<file path="src/sv/rhc_pkg.sv">
// Types and constants for the RGB to HSV converter.
// Depends on nothing; used by the converter and its checker.

package rhc_pkg;

  localparam int unsigned CHANNEL_BITS  = 8;
  localparam int unsigned FRACTION_BITS = 16;
  localparam int unsigned HUE_DIV_BITS  = CHANNEL_BITS + 3;
  localparam int unsigned SAT_NUM_BITS  = CHANNEL_BITS + FRACTION_BITS;

  typedef enum logic [1:0] {
    WIN_RED   = 2'd0,
    WIN_GREEN = 2'd1,
    WIN_BLUE  = 2'd2
  } rhc_win_e;

  typedef struct packed {
    logic [CHANNEL_BITS-1:0] red;
    logic [CHANNEL_BITS-1:0] green;
    logic [CHANNEL_BITS-1:0] blue;
  } rhc_pixel_t;

  typedef struct packed {
    logic [FRACTION_BITS-1:0] hue;
    logic [FRACTION_BITS-1:0] saturation;
    logic [CHANNEL_BITS-1:0]  brightness;
  } rhc_hsv_t;

  typedef struct packed {
    logic [CHANNEL_BITS-1:0] mx;
    logic [CHANNEL_BITS-1:0] d;
    rhc_win_e                win;
    logic                    neg;
    logic [CHANNEL_BITS-1:0] mag;
  } rhc_ext_t;

  typedef struct packed {
    logic [HUE_DIV_BITS-1:0]  hrem;
    logic [HUE_DIV_BITS-1:0]  hdiv;
    logic [FRACTION_BITS-1:0] hq;
    logic [CHANNEL_BITS-1:0]  srem;
    logic [CHANNEL_BITS-1:0]  sdiv;
    logic [FRACTION_BITS-1:0] snum_lo;
    logic [FRACTION_BITS-1:0] sq;
    logic [CHANNEL_BITS-1:0]  mx;
  } rhc_div_t;

endpackage

</file>
<file path="src/sv/rgb_to_hsv_converter.sv">
// Pipelined RGB to HSV pixel converter.
// Depends on rhc_pkg for the payload structs, stage structs and widths.

// The converter accepts one pixel per clock while the output register is empty
// or its result is taken, and presents each result through FRACTION_BITS + 3
// register stages: one input register, one stage that finds the largest and
// smallest channels, one that forms the hue angle and both divisors, and then
// one restoring division step per quotient bit, with hue and saturation
// divided side by side. The last division stage is the output register. When
// a result is not taken, the whole pipeline holds and in_ready_o drops;
// nothing is lost or repeated.
module rgb_to_hsv_converter (
  input  logic               clk_i,
  input  logic               rst_ni,
  input  logic               in_valid_i,
  output logic               in_ready_o,
  input  rhc_pkg::rhc_pixel_t in_data_i,
  output logic               out_valid_o,
  input  logic               out_ready_i,
  output rhc_pkg::rhc_hsv_t  out_data_o
);
  import rhc_pkg::*;

  localparam int unsigned NumStages = FRACTION_BITS + 3;
  localparam int unsigned CW        = CHANNEL_BITS;
  localparam int unsigned FW        = FRACTION_BITS;
  localparam int unsigned HW        = HUE_DIV_BITS;
  localparam int unsigned SW        = SAT_NUM_BITS;

  logic                 adv;
  logic [NumStages-1:0] valid_q;
  rhc_pixel_t           pix_q;
  rhc_ext_t             ext_d, ext_q;
  rhc_div_t             div_d [FW+1];
  rhc_div_t             div_q [FW+1];

  assign adv        = out_ready_i || !valid_q[NumStages-1];
  assign in_ready_o = adv;

  always_ff @(posedge clk_i or negedge rst_ni) begin
    if (!rst_ni) begin
      valid_q <= '0;
    end else if (adv) begin
      valid_q <= {valid_q[NumStages-2:0], in_valid_i};
    end
  end

  always_ff @(posedge clk_i) begin
    if (adv) begin
      pix_q <= in_data_i;
      ext_q <= ext_d;
    end
  end

  // Stage one: extremes, winning channel and the signed channel difference.
  logic [CW-1:0] r, g, b, mn, op_a, op_b;
  logic          r_ge_g, r_ge_b, g_ge_b;

  always_comb begin
    r      = pix_q.red;
    g      = pix_q.green;
    b      = pix_q.blue;
    r_ge_g = r >= g;
    r_ge_b = r >= b;
    g_ge_b = g >= b;
    ext_d  = '0;
    if (r_ge_g && r_ge_b) begin
      ext_d.win = WIN_RED;
      ext_d.mx  = r;
    end else if (g_ge_b) begin
      ext_d.win = WIN_GREEN;
      ext_d.mx  = g;
    end else begin
      ext_d.win = WIN_BLUE;
      ext_d.mx  = b;
    end
    if (!r_ge_g && !r_ge_b) begin
      mn = r;
    end else if (!g_ge_b) begin
      mn = g;
    end else begin
      mn = b;
    end
    ext_d.d = ext_d.mx - mn;
    case (ext_d.win)
      WIN_RED: begin
        op_a = g;
        op_b = b;
      end
      WIN_GREEN: begin
        op_a = b;
        op_b = r;
      end
      WIN_BLUE: begin
        op_a = r;
        op_b = g;
      end
      default: begin
        op_a = '0;
        op_b = '0;
      end
    endcase
    ext_d.neg = op_a < op_b;
    ext_d.mag = ext_d.neg ? (op_b - op_a) : (op_a - op_b);
  end

  // Stage two: hue angle, both divisors and the saturation numerator.
  logic [HW-1:0] d_w, d2, d4, d6, off, mag_w;
  logic [SW-1:0] snum;

  always_comb begin
    d_w   = HW'(ext_q.d);
    d2    = d_w << 1;
    d4    = d_w << 2;
    d6    = d4 + d2;
    mag_w = HW'(ext_q.mag);
    case (ext_q.win)
      WIN_RED:   off = ext_q.neg ? d6 : '0;
      WIN_GREEN: off = d2;
      WIN_BLUE:  off = d4;
      default:   off = '0;
    endcase
    snum              = (SW'(ext_q.d) << FW) - SW'(ext_q.d);
    div_d[0]          = '0;
    div_d[0].hrem     = ext_q.neg ? (off - mag_w) : (off + mag_w);
    div_d[0].hdiv     = (ext_q.d == '0) ? HW'(6) : d6;
    div_d[0].srem     = snum[SW-1:FW];
    div_d[0].snum_lo  = snum[FW-1:0];
    div_d[0].sdiv     = (ext_q.mx == '0) ? CW'(1) : ext_q.mx;
    div_d[0].mx       = ext_q.mx;
  end

  always_ff @(posedge clk_i) begin
    if (adv) begin
      div_q[0] <= div_d[0];
    end
  end

  // One restoring division step per stage for each quotient.
  for (genvar k = 0; k < FW; k++) begin : g_div
    logic [HW:0] h2, hsub;
    logic [CW:0] s2, ssub;
    logic        hge, sge;

    always_comb begin
      h2   = {div_q[k].hrem, 1'b0};
      hsub = h2 - {1'b0, div_q[k].hdiv};
      hge  = h2 >= {1'b0, div_q[k].hdiv};
      s2   = {div_q[k].srem, div_q[k].snum_lo[FW-1]};
      ssub = s2 - {1'b0, div_q[k].sdiv};
      sge  = s2 >= {1'b0, div_q[k].sdiv};

      div_d[k+1]         = div_q[k];
      div_d[k+1].hrem    = hge ? hsub[HW-1:0] : h2[HW-1:0];
      div_d[k+1].hq      = {div_q[k].hq[FW-2:0], hge};
      div_d[k+1].srem    = sge ? ssub[CW-1:0] : s2[CW-1:0];
      div_d[k+1].snum_lo = {div_q[k].snum_lo[FW-2:0], 1'b0};
      div_d[k+1].sq      = {div_q[k].sq[FW-2:0], sge};
    end

    always_ff @(posedge clk_i) begin
      if (adv) begin
        div_q[k+1] <= div_d[k+1];
      end
    end
  end

  assign out_valid_o           = valid_q[NumStages-1];
  assign out_data_o.hue        = div_q[FW].hq;
  assign out_data_o.saturation = div_q[FW].sq;
  assign out_data_o.brightness = div_q[FW].mx;

endmodule

</file>
<file path="config.mk">
export PLATFORM = sky130hd
export DESIGN_NAME = rgb_to_hsv_converter
export DESIGN_NICKNAME = d
export VERILOG_FILES = /design/src/sv/rhc_pkg.sv /design/src/sv/rgb_to_hsv_converter.sv
export SDC_FILE = /design/constraint.sdc
export NUM_CORES = 2
export LEC_CHECK = 0
export BUFFER_PORTS_ARGS = -buffer_cell sky130_fd_sc_hd__buf_2
export CAP_MARGIN = 10
export CORE_UTILIZATION = 40
export DETAILED_ROUTE_END_ITERATION = 12
export SKIP_CTS_REPAIR_TIMING = 1
export SLEW_MARGIN = 15
export SYNTH_ARGS = -nofsm -noshare
export SYNTH_HDL_FRONTEND = slang
export SYNTH_SLANG_ARGS = --single-unit
</file>
<file path="constraint.sdc">
create_clock -name clk_i -period 151.4 [get_ports clk_i]
set_input_delay 30.28 -clock clk_i [delete_from_list [all_inputs] [get_ports clk_i]]
set_output_delay 30.28 -clock clk_i [all_outputs]
set_load 0.02 [all_outputs]
</file>
==> flow_summary.ini <==
[clock_tree]
clock_path_buffers = 3
clkTransAtPathRegs_ns = 0.06
clock_sinks = 1187
cts_inserted_buffers = 130
h-tree-depth = 4
tritoncts = done
clock_latency_ns = 0.75
clock-root-buffer = clkbuf_16

[grt]
grt.busiest_layer = met2
grtUsageMet1_pct = 13.46
use_met2_pct = 22.05
grt_pass1_wl_mm = 135.0
antenna_found_initial = 0
grt_pass1_vias = 28200
grt.met3_usage_pct = 2.680
grt_max_degree = 197
gr-total-overflow = 0
grt_use_total_pct = 12.13

[cells_and_area]
diodes = 0
nFillCells = 11650
area_growth_pct = 12.48
nNetsFinal = 4316
layout-drive-gt1-share_pct = 9.064

[synth]
async_reset_ff_share_pct = 1.601
yosysTopAreaCell = edfxtp_1
synth-main-ff-cell = edfxtp_1
yosysUniqueCellTypes = 60
syn_area_um2 = 53980
synth_area_per_cell_um2 = 14.49
synth-seq-cells = 1187
synth_top_area_share_pct = 64.98
synth_edf_count = 1168
synthTopCellsByCount = edfxtp_1, inv_1, ha_1
netlist_top_cells_area = edfxtp_1, ha_1, mux2_1
yosysMostFrequentCell = edfxtp_1
syn_nets = 4152
yosysWarnings = 0
ys_seq_area_share_pct = 65.86
synthesis.instances = 3725

[die]
die_w_um = 369.4
start_util_pct = 40.39
die_area_um2 = 136400
coreArea_um2 = 133600
num_rows = 134
die_y_um = 369.4
pin_count = 70

[place]
gp_congestion = 0.8266
dp_hpwl_mm = 55.58
io_buffers = 69

[timing]
rsz0062_at_grt = false
slew_headroom_pct = 28.40
setup_violations = 0
hold_violations = 0
fmax_ghz = 0.01632
timing.final.crit_share_pct = 40.47
fin_tns_setup_ns = 0
worstMarginPinSlew_ns = 1.074
fin_crit_ns = 61.27
skew_ns = 0.02995
slew_violations = 0

[detailed_routing]
routedWlPerCell_um = 14.07
num_vias = 27480
via_per_inst = 4.770
finalWirelength_mm = 81.08
ant_nets = 0
drc = 3
drt_iter0_drc = 1268
dr.pass1.iters = 9

[min_path]
hp-class = register to register

[worst_setup_path]
r2r_slack_ns = 146.04
cp.arrival_ns = 30.99
crit_type = input pin to output pin
endpoint_kind = output pin
cp-start-kind = input pin
required_ns = 121.12
worstPathMaxFanout = 13

[outcome]
violations = DRC
status = complete, but fails checks

[run]
drv_cap = 0
-- critical path, stage by stage --
cell      delay [ns]
buf_2           0.08
nand2b_4        0.35
buf_2           0.25
-- layout by cell type, fill, tap and decap left out, types with 88 or more instances in the layout --
master,n
inv_1,459
o21ai_0,95
edfxtp_1,1168
ha_1,364
nor2_1,182
o21ai_1,88
xnor2_1,130
a21oi_1,121
mux2_1,173
nand2_1,106
clkbuf_16,134
-- metrics by stage --
stage	hold slack, ns	setup WS [ns]	util [%]	instance area, µm²	std cells
after detailed placement	0.4045	90.07	42.26	56470	5525
final	0.3967	90.13	45.44	60720	5762
after floorplan	0.4003	58.86	-	53980	3725
after global routing	0.4093	90.07	45.44	60720	5762
after global placement	0.4002	90.06	42.26	56470	5525
after CTS	0.3952	90.06	45.43	60710	5762
-- sequential cells by signal, summed over array words and instances (netlist names) --
register,cells
ext_q,11
div_q,1117
d2,8
div_d,8
b,8
r,8
valid_q,19
g,8
-- per-layer routing --
metal,wire length [µm],vias to the layer above
met4,2758,0
met3,2725,178
met1,33740,13130
li1,-,13880
met2,41860,292
met5,0,-
-- worst paths after layout --
kind | cells after the start | start | endpoint
worst max-delay path | 3 | out_ready_i | in_ready_o
min in group asynchronous | 1 | rst_ni | valid_q[13]$_DFFE_PN0P_
max in group asynchronous | 1 | rst_ni | valid_q[7]$_DFFE_PN0P_
worst min-delay path | 0 | div_q[0][410]$_DFFE_PP_ | div_q[0][505]$_DFFE_PP_
worst min register to register | 0 | div_q[0][410]$_DFFE_PP_ | div_q[0][505]$_DFFE_PP_
worst max register to register | 17 | b[5]$_DFFE_PP_ | ext_q[6]$_DFFE_PP_
-- final cells by class --
class	count	area, µm²	area share (%)
Sequential cell	1187	35550	58.55
Multi-Input combinational cell	1995	16370	26.96
Clock buffer	159	3487	5.743
Tap cell	1768	2212	3.643
Inverter	492	1847	3.042
Clock inverter	78	753.2	1.241
Timing Repair Buffer	83	500.5	0.8243
-- kinds of logic after synthesis --
| group | count (synthesis) | share of synthesized area, % |
|---|---|---|
| fa+ha+maj | 399 | 9.736 |
| xor+xnor | 197 | 3.196 |
| buf+inv | 543 | 3.862 |
| flops | 1187 | 65.86 |
| compound gates | 588 | 6.894 |
| mux | 281 | 5.677 |
| simple gates | 530 | 4.777 |
Power is not shown: default switching activity piles up to over one toggle a cycle in this logic, so the estimate is an artifact.
